[src/slcd_pkg.sv]
// Shared constants and types for the sync/length/checksum deframer.
// No dependencies; imported by every other file of the block.
package slcd_pkg;

  localparam int LANES    = 4;
  localparam int BANK_AW  = 6;
  localparam int BYTE_W   = 8;
  localparam int WORD_W   = LANES * BYTE_W;
  localparam int CFG_IW   = 2;

  localparam logic [BYTE_W-1:0] SYNC_FIRST_RST  = 8'hAA;
  localparam logic [BYTE_W-1:0] SYNC_SECOND_RST = 8'hAA;
  localparam logic [BYTE_W-1:0] SYNC_THIRD_RST  = 8'hF1;

  localparam logic [CFG_IW-1:0] CFG_SYNC_FIRST  = 2'd0;
  localparam logic [CFG_IW-1:0] CFG_SYNC_SECOND = 2'd1;
  localparam logic [CFG_IW-1:0] CFG_SYNC_THIRD  = 2'd2;

  localparam logic [1:0] ST_WORD  = 2'd0;
  localparam logic [1:0] ST_EMPTY = 2'd1;
  localparam logic [1:0] ST_ERR   = 2'd2;

  typedef struct packed {
    logic load_len;
    logic pay_wr;
    logic sum_wr;
    logic wcnt_clr;
    logic rd_en;
    logic rd_step;
    logic word_sel;
  } slcd_cmd_t;

  typedef struct packed {
    logic match1;
    logic match2;
    logic match3;
    logic sync12_eq;
    logic byte_zero;
    logic pay_done;
    logic sum_ok;
    logic words_zero;
    logic last_word;
  } slcd_flags_t;

endpackage

[src/slcd_ram.sv]
// One byte lane of the packet store: 64 x 8, one write and one registered read.
// Depends on slcd_pkg.
module slcd_ram import slcd_pkg::*; (
  input  logic               clk,
  input  logic               we,
  input  logic [BANK_AW-1:0] waddr,
  input  logic [BYTE_W-1:0]  wdata,
  input  logic               re,
  input  logic [BANK_AW-1:0] raddr,
  output logic [BYTE_W-1:0]  rdata
);

  logic [BYTE_W-1:0] mem [1 << BANK_AW];
  logic [BYTE_W-1:0] rdata_r;

  always_ff @(posedge clk) begin
    if (we) begin
      mem[waddr] <= wdata;
    end
    if (re) begin
      rdata_r <= mem[raddr];
    end
  end

  assign rdata = rdata_r;

endmodule

[src/slcd_dpath.sv]
// Datapath: sync registers, length, counters, running sum, lane store, word out.
// Depends on slcd_pkg and slcd_ram.
module slcd_dpath import slcd_pkg::*; (
  input  logic              clk,
  input  logic              rst_n,
  input  logic              cfg_wr_en,
  input  logic [CFG_IW-1:0] cfg_index,
  input  logic [BYTE_W-1:0] cfg_wdata,
  input  logic [BYTE_W-1:0] in_rx_byte,
  input  slcd_cmd_t         cmd,
  output slcd_flags_t       flags,
  output logic [WORD_W-1:0] out_payload_word
);

  logic [BYTE_W-1:0] sync1_r, sync2_r, sync3_r;
  logic [BYTE_W-1:0] len_r, len_nxt;
  logic [BYTE_W-1:0] cnt_r, cnt_nxt;
  logic [BYTE_W-1:0] sum_r, sum_nxt;
  logic [BANK_AW-1:0] wcnt_r, wcnt_nxt;
  logic [BYTE_W:0]   cnt_inc;
  logic [BYTE_W:0]   len_plus;
  logic [BANK_AW:0]  words;
  logic [BYTE_W-1:0] wr_addr;
  logic [BANK_AW-1:0] rd_addr;
  logic [BYTE_W-1:0] lane_data [LANES];
  logic [WORD_W-1:0] rd_word;

  always_ff @(posedge clk) begin
    if (!rst_n) begin
      sync1_r <= SYNC_FIRST_RST;
      sync2_r <= SYNC_SECOND_RST;
      sync3_r <= SYNC_THIRD_RST;
      len_r   <= '0;
      cnt_r   <= '0;
      sum_r   <= '0;
      wcnt_r  <= '0;
    end else begin
      if (cfg_wr_en && cfg_index == CFG_SYNC_FIRST)  sync1_r <= cfg_wdata;
      if (cfg_wr_en && cfg_index == CFG_SYNC_SECOND) sync2_r <= cfg_wdata;
      if (cfg_wr_en && cfg_index == CFG_SYNC_THIRD)  sync3_r <= cfg_wdata;
      len_r  <= len_nxt;
      cnt_r  <= cnt_nxt;
      sum_r  <= sum_nxt;
      wcnt_r <= wcnt_nxt;
    end
  end

  always_comb begin
    len_nxt  = len_r;
    cnt_nxt  = cnt_r;
    sum_nxt  = sum_r;
    wcnt_nxt = wcnt_r;
    if (cmd.load_len) begin
      len_nxt = in_rx_byte;
      cnt_nxt = '0;
      sum_nxt = sync1_r + sync2_r + sync3_r + in_rx_byte;
    end
    if (cmd.pay_wr) begin
      cnt_nxt = cnt_inc[BYTE_W-1:0];
      sum_nxt = sum_r + in_rx_byte;
    end
    if (cmd.wcnt_clr) wcnt_nxt = '0;
    if (cmd.rd_step)  wcnt_nxt = wcnt_r + 1'b1;
  end

  assign cnt_inc  = {1'b0, cnt_r} + 1'b1;
  assign len_plus = {1'b0, len_r} + (BYTE_W+1)'(5);
  assign words    = len_plus[BYTE_W:2] - 1'b1;

  assign flags.match1     = (in_rx_byte == sync1_r);
  assign flags.match2     = (in_rx_byte == sync2_r);
  assign flags.match3     = (in_rx_byte == sync3_r);
  assign flags.sync12_eq  = (sync1_r == sync2_r);
  assign flags.byte_zero  = (in_rx_byte == '0);
  assign flags.pay_done   = (cnt_inc >= {1'b0, len_r});
  assign flags.sum_ok     = (in_rx_byte == sum_r);
  assign flags.words_zero = (words == '0);
  assign flags.last_word  = (({1'b0, wcnt_r} + 1'b1) == words);

  assign wr_addr = cmd.sum_wr ? len_r : cnt_r;
  assign rd_addr = cmd.rd_step ? (wcnt_r + 1'b1) : wcnt_r;

  for (genvar i = 0; i < LANES; i++) begin : g_lane
    slcd_ram u_ram (
      .clk   (clk),
      .we    ((cmd.pay_wr || cmd.sum_wr) && wr_addr[1:0] == 2'(i)),
      .waddr (wr_addr[BYTE_W-1:2]),
      .wdata (in_rx_byte),
      .re    (cmd.rd_en),
      .raddr (rd_addr),
      .rdata (lane_data[i])
    );
    // lane 0 holds the lowest packet offset, so it is the top byte
    assign rd_word[WORD_W-1-BYTE_W*i -: BYTE_W] = lane_data[i];
  end

  assign out_payload_word = cmd.word_sel ? rd_word : '0;

endmodule

[src/slcd_ctrl.sv]
// Controller: sync hunt, length/payload/checksum sequencing and result drain.
// Depends on slcd_pkg; drives the datapath through slcd_cmd_t.
module slcd_ctrl import slcd_pkg::*; (
  input  logic        clk,
  input  logic        rst_n,
  input  logic        in_valid,
  output logic        in_stall,
  output logic        out_valid,
  input  logic        out_stall,
  output logic [1:0]  out_status,
  output logic        out_last,
  input  slcd_flags_t flags,
  output slcd_cmd_t   cmd
);

  typedef enum logic [3:0] {
    S_HUNT, S_ONE, S_TWO, S_LEN, S_PAY, S_SUM, S_RD, S_SHOW, S_STAT
  } state_t;

  state_t     state_r, state_nxt;
  logic [1:0] stat_r, stat_nxt;
  logic       in_acc, out_acc;

  assign in_stall  = !(state_r == S_HUNT || state_r == S_ONE || state_r == S_TWO ||
                       state_r == S_LEN  || state_r == S_PAY || state_r == S_SUM);
  assign out_valid = (state_r == S_SHOW) || (state_r == S_STAT);
  assign in_acc    = in_valid && !in_stall;
  assign out_acc   = out_valid && !out_stall;

  assign out_status = (state_r == S_SHOW) ? ST_WORD : stat_r;
  assign out_last   = (state_r == S_SHOW) ? flags.last_word : 1'b1;

  always_comb begin
    state_nxt = state_r;
    stat_nxt  = stat_r;
    cmd       = '0;
    cmd.word_sel = (state_r == S_SHOW);
    case (state_r)
      S_HUNT: begin
        if (in_acc) state_nxt = flags.match1 ? S_ONE : S_HUNT;
      end
      S_ONE: begin
        if (in_acc) begin
          if (flags.match2)      state_nxt = S_TWO;
          else if (flags.match1) state_nxt = S_ONE;
          else                   state_nxt = S_HUNT;
        end
      end
      S_TWO: begin
        if (in_acc) begin
          if (flags.match3)                         state_nxt = S_LEN;
          else if (flags.sync12_eq && flags.match2) state_nxt = S_TWO;
          else if (flags.match1)                    state_nxt = S_ONE;
          else                                      state_nxt = S_HUNT;
        end
      end
      S_LEN: begin
        if (in_acc) begin
          cmd.load_len = 1'b1;
          state_nxt = flags.byte_zero ? S_SUM : S_PAY;
        end
      end
      S_PAY: begin
        if (in_acc) begin
          cmd.pay_wr = 1'b1;
          if (flags.pay_done) state_nxt = S_SUM;
        end
      end
      S_SUM: begin
        if (in_acc) begin
          cmd.wcnt_clr = 1'b1;
          if (!flags.sum_ok) begin
            stat_nxt  = ST_ERR;
            state_nxt = S_STAT;
          end else begin
            cmd.sum_wr = 1'b1;
            if (flags.words_zero) begin
              stat_nxt  = ST_EMPTY;
              state_nxt = S_STAT;
            end else begin
              state_nxt = S_RD;
            end
          end
        end
      end
      S_RD: begin
        cmd.rd_en = 1'b1;
        state_nxt = S_SHOW;
      end
      S_SHOW: begin
        if (out_acc) begin
          if (flags.last_word) begin
            state_nxt = S_HUNT;
          end else begin
            cmd.rd_en   = 1'b1;
            cmd.rd_step = 1'b1;
          end
        end
      end
      S_STAT: begin
        if (out_acc) state_nxt = S_HUNT;
      end
      default: begin
        state_nxt = S_HUNT;
      end
    endcase
  end

  always_ff @(posedge clk) begin
    if (!rst_n) begin
      state_r <= S_HUNT;
      stat_r  <= ST_EMPTY;
    end else begin
      state_r <= state_nxt;
      stat_r  <= stat_nxt;
    end
  end

endmodule

[src/sync_length_checksum_deframer.sv]
// Top level of the deframer: controller plus datapath.
// Depends on slcd_pkg, slcd_ctrl and slcd_dpath.
//
// Bytes are taken one per cycle while the block hunts for the three sync
// bytes and receives the length, payload and checksum bytes, so a packet of
// length L occupies L+5 input beats counting its first sync byte. Once the
// checksum byte is taken the input stalls while results drain: a checksum
// error or a packet too short for any word gives one status beat in the
// following cycle; otherwise W = floor((L+5)/4)-1 words follow a registered
// RAM read, one word per cycle while the receiver does not stall, from four
// byte-lane RAMs read in parallel. Hunting resumes the cycle after the
// final result is taken. No clearing pass is needed after reset.
module sync_length_checksum_deframer import slcd_pkg::*; (
  input  logic              clk,
  input  logic              rst_n,
  input  logic              cfg_wr_en,
  input  logic [CFG_IW-1:0] cfg_index,
  input  logic [BYTE_W-1:0] cfg_wdata,
  input  logic              in_valid,
  output logic              in_stall,
  input  logic [BYTE_W-1:0] in_rx_byte,
  output logic              out_valid,
  input  logic              out_stall,
  output logic [WORD_W-1:0] out_payload_word,
  output logic [1:0]        out_status,
  output logic              out_last
);

  slcd_cmd_t   cmd;
  slcd_flags_t flags;

  slcd_ctrl u_ctrl (
    .clk        (clk),
    .rst_n      (rst_n),
    .in_valid   (in_valid),
    .in_stall   (in_stall),
    .out_valid  (out_valid),
    .out_stall  (out_stall),
    .out_status (out_status),
    .out_last   (out_last),
    .flags      (flags),
    .cmd        (cmd)
  );

  slcd_dpath u_dpath (
    .clk              (clk),
    .rst_n            (rst_n),
    .cfg_wr_en        (cfg_wr_en),
    .cfg_index        (cfg_index),
    .cfg_wdata        (cfg_wdata),
    .in_rx_byte       (in_rx_byte),
    .cmd              (cmd),
    .flags            (flags),
    .out_payload_word (out_payload_word)
  );

  a_no_rx_while_tx: assert property (@(posedge clk) disable iff (!rst_n)
    out_valid |-> in_stall)
    else $error("input open while a result is pending");

  a_status_beat_form: assert property (@(posedge clk) disable iff (!rst_n)
    (out_valid && out_status != ST_WORD) |-> (out_payload_word == '0 && out_last))
    else $error("status beat with payload or without last");

  a_resume_after_last: assert property (@(posedge clk) disable iff (!rst_n)
    (out_valid && !out_stall && out_last) |=> (!in_stall && !out_valid))
    else $error("hunt not resumed after final beat");

endmodule

[config.mk]
export PLATFORM = sky130hd
export DESIGN_NAME = sync_length_checksum_deframer
export DESIGN_NICKNAME = d
export VERILOG_FILES = /design/src/slcd_pkg.sv /design/src/slcd_ram.sv /design/src/slcd_dpath.sv /design/src/slcd_ctrl.sv /design/src/sync_length_checksum_deframer.sv
export SDC_FILE = /design/constraint.sdc
export NUM_CORES = 2
export LEC_CHECK = 0
export BUFFER_PORTS_ARGS = -buffer_cell sky130_fd_sc_hd__buf_2
export CAP_MARGIN = 20
export CORE_ASPECT_RATIO = 1.25
export CORE_MARGIN = 2
export CORE_UTILIZATION = 56
export DETAILED_ROUTE_END_ITERATION = 10
export PLACE_DENSITY = 0.72
export SETUP_SLACK_MARGIN = 0.2
export SYNTH_ARGS = -nofsm -noshare
export SYNTH_HDL_FRONTEND = slang
export SYNTH_HIERARCHICAL = 1
export SYNTH_SLANG_ARGS = --single-unit
[constraint.sdc]
create_clock -name clk -period 7.7 [get_ports clk]
set_clock_uncertainty 0.15 [all_clocks]
set_input_delay 2.31 -clock clk [delete_from_list [all_inputs] [get_ports clk]]
set_output_delay 2.31 -clock clk [all_outputs]
set_load 0.1 [all_outputs]
==> run_results.csv <==
group,metric,value,unit
synth,yosys_warnings,6,
floorplanning,io_pins,60,
cts,cts_setup_buffers,0,
power_and_ir_drop,p_per_area,236.8,nW/um2
drt,antenna_left,0,
critical_path,crit_arrival,6910,ps
global_routing,grt_usage,25.44,%
synth,syn_area_per_cell,19.58,um2
global_routing,overflow,0,
power_and_ir_drop,peakVddDrop,0.0002374,V
run,drv_cap,0,
floorplanning,die_w,354.8,um
synth,postSynthCellCount,4399,
drt,firstDrtPassIters,6,
cts,cts.sinks,2140,
critical_path,crit_fanout,40,
synth,syn_area,86150,um2
cts,ctsHoldBuffers,0,
critical_path,endpoint_kind,"flop",
cts,clk_pin_slew,60,ps
synth,ys_types,73,
power_and_ir_drop,leakage,0.02862,uW
cts,cts_tree,"done",
placed_design,gp_congestion,0.8491,
timing,period_minus_slack,6604,ps
cts,clk_path_buf_depth,3,
timing,final.period_utilization,85.76,%
global_routing,antenna_found_initial,14,
cts,root_buffer,"clkbuf_16",
drt,wl_per_cell,29.49,um
synth,synth_ff_type,"edfxtp_1",
power_and_ir_drop,power,22500,uW
drt,drc_errors,0,
synth,async_flop_share,0,%
placed_design,io_buffers,59,
drt,drtIter0Drc,5372,
floorplanning,initial_core_util,56.55,%
timing,tns,0,ps
drt,wirelength,198200,um
timing,slew_headroom,25.26,%
cts,clk_latency,830,ps
synth,syn_nets,4471,
finish,final_layout_size_suffix_gt1_share,22.38,%
status,status,"completed",
timing,worst_pin_slew,1121,ps
cts,cts_buffers,188,
timing,drv_slew,0,
cts,h-tree-depth,4,
timing,hold_violations,0,
timing,max_freq,151.4,MHz
synth,ys_ff_latch,2140,
synth,synth_edf_count,2080,
drt,vias,43260,
placed_design,dp_hpwl,120200,um
global_routing,grt_pass1_wl,292600,um
timing,setup_violations,0,
global_routing,grt_pass1_vias,43430,
timing,rsz0062_at_grt,"no",
critical_path,cp.required,8010,ps
finish,syn2layout_area_growth,10.28,%
synth,seq_area_frac_synth,73.90,%
hold_path,hold_path.class,"reg2reg",
critical_path,crit_path_start_kind,"input port",
floorplanning,dieHeight,442.5,um
floorplanning,rows,160,
drt,routed_via_density,6.438,
critical_path,crit_type,"in2reg",
finish,nets,4604,
global_routing,grt_max_degree,158,
cts,cts-resized-gates,0,
floorplanning,core_area,152300,um2
floorplanning,dieArea,157000,um2
## critical path, cell delays in order
cell,delay [ps]
clkbuf_8,200
ha_1,410
nor4_1,320
nand2_1,110
nor4_1,420
and2_1,550
mux2_2,700
nor2b_1,360
nand3_1,600
nor2_1,790
## sequential cells by signal, indices dropped and copies added, names as in the netlist, 4 cells and up
signal and count:
u_dpath/sum_r 8, u_dpath/len_r 8, u_dpath/sync1_r 8, u_dpath/wcnt_r 6, u_dpath/sync2_r 8, u_ctrl/state_r 4
u_dpath/sync3_r 8, u_dpath/g_lane.u_ram/mem 2048, u_dpath/g_lane.u_ram/rdata 32, u_dpath/cnt_r 8
## through the flow
step | cells | area [um2] | worst slack, ps | hold WS, ps | util, %
final | 6720 | 95000 | 1096 | 371.0 | 62.36
after global routing | 6718 | 94990 | 686.2 | 402.2 | 62.35
after detailed placement | 6366 | 88840 | 364.8 | 362.4 | 58.31
after CTS | 6716 | 94980 | 1042 | 372.5 | 62.35
after floorplan | 4399 | 86150 | 1818 | 312.6 | -
after global placement | 6366 | 88840 | 462.4 | 347.5 | 58.31
## cell type report
cell class              count  area (um2)
flip-flops and latches   2140       63660
fillers                 10090       57350
multi-input cells        1965       20890
clock buffers             228        5056
well taps                2025        2534
repair buffers            180        1543
clock inverters           122        1086
inverters                  57       221.5
diodes                      3       7.507
## kinds of logic after synthesis
group                      share of synthesized area, %
xor gates and xnor gates                         0.7146
DFF                                               73.90
buffers and inverters                             1.908
adders and majority gates                        0.8424
muxes                                             15.27
AOI/OAI and AO/OA                                 2.755
and+or+nand+nor                                   4.610
## cell usage after synthesis, drive strengths merged (13+ instances only)
library cell	count	area, um2
a211oi	24	180.2
a21o	13	106.4
a21oi	49	249.0
a221oi	26	227.7
and2	41	256.5
buf	150	1104
clkbuf	87	326.6
dfxtp	60	1201
edfxtp	2080	62460
fa	15	300.3
ha	34	425.4
inv	57	214.0
mux2	59	664.4
mux2i	114	1141
mux4	504	11350
nand2	126	473.0
nand2b	34	212.7
nand3	69	345.3
nand3b	18	135.1
nand4	19	118.9
nor2	394	1486
nor2b	62	387.9
nor3	35	191.4
o21ai	36	180.2
o221ai	34	297.8
o22ai	33	206.5
xnor2	55	481.7
## where the power goes
part	total (uW)	switching, uW	internal, uW
clock network	9380	4120	5250
logic	352	284	68.2
registers	12800	5.81	12800
total	22500	4410	18100
## layout by cell type (no fill, tap or decap), drive strengths merged, types with 35 or more instances in the layout
cell type	instances
a21oi	49
and2	41
buf	174
clkbuf	234
clkinv	84
dfxtp	60
edfxtp	2080
inv	65
mux2	59
mux2i	114
mux4	504
nand2	126
nand3	69
nor2	394
nor2b	62
nor3	35
o21ai	36
xnor2	55
## per-layer routing
layer  vias to the layer above  global-route usage, %  share of wire (%)
li1                      18170                      -                  -
met1                     22580                  35.23                 39
met2                      2133                  41.94                 50
met3                       367                  3.996                8.1
met4                        14                  8.206                2.9
met5                         -                      0              0.044
## final timing paths
kind              depth (start not counted)          startpoint  slack (ps)                                 end
hold reg to reg                           2  u_dpath/sync3_r[7]         370                  u_dpath/sync3_r[7]
setup / recovery                         10       in_rx_byte[1]        1100  u_dpath/g_lane[3].u_ram/mem[14][6]
setup reg to reg                         18    u_dpath/len_r[0]        1110    u_dpath/g_lane[0].u_ram/rdata[5]
hold / removal                            2  u_dpath/sync3_r[7]         370                  u_dpath/sync3_r[7]
Power figures use the tool's default switching activity.
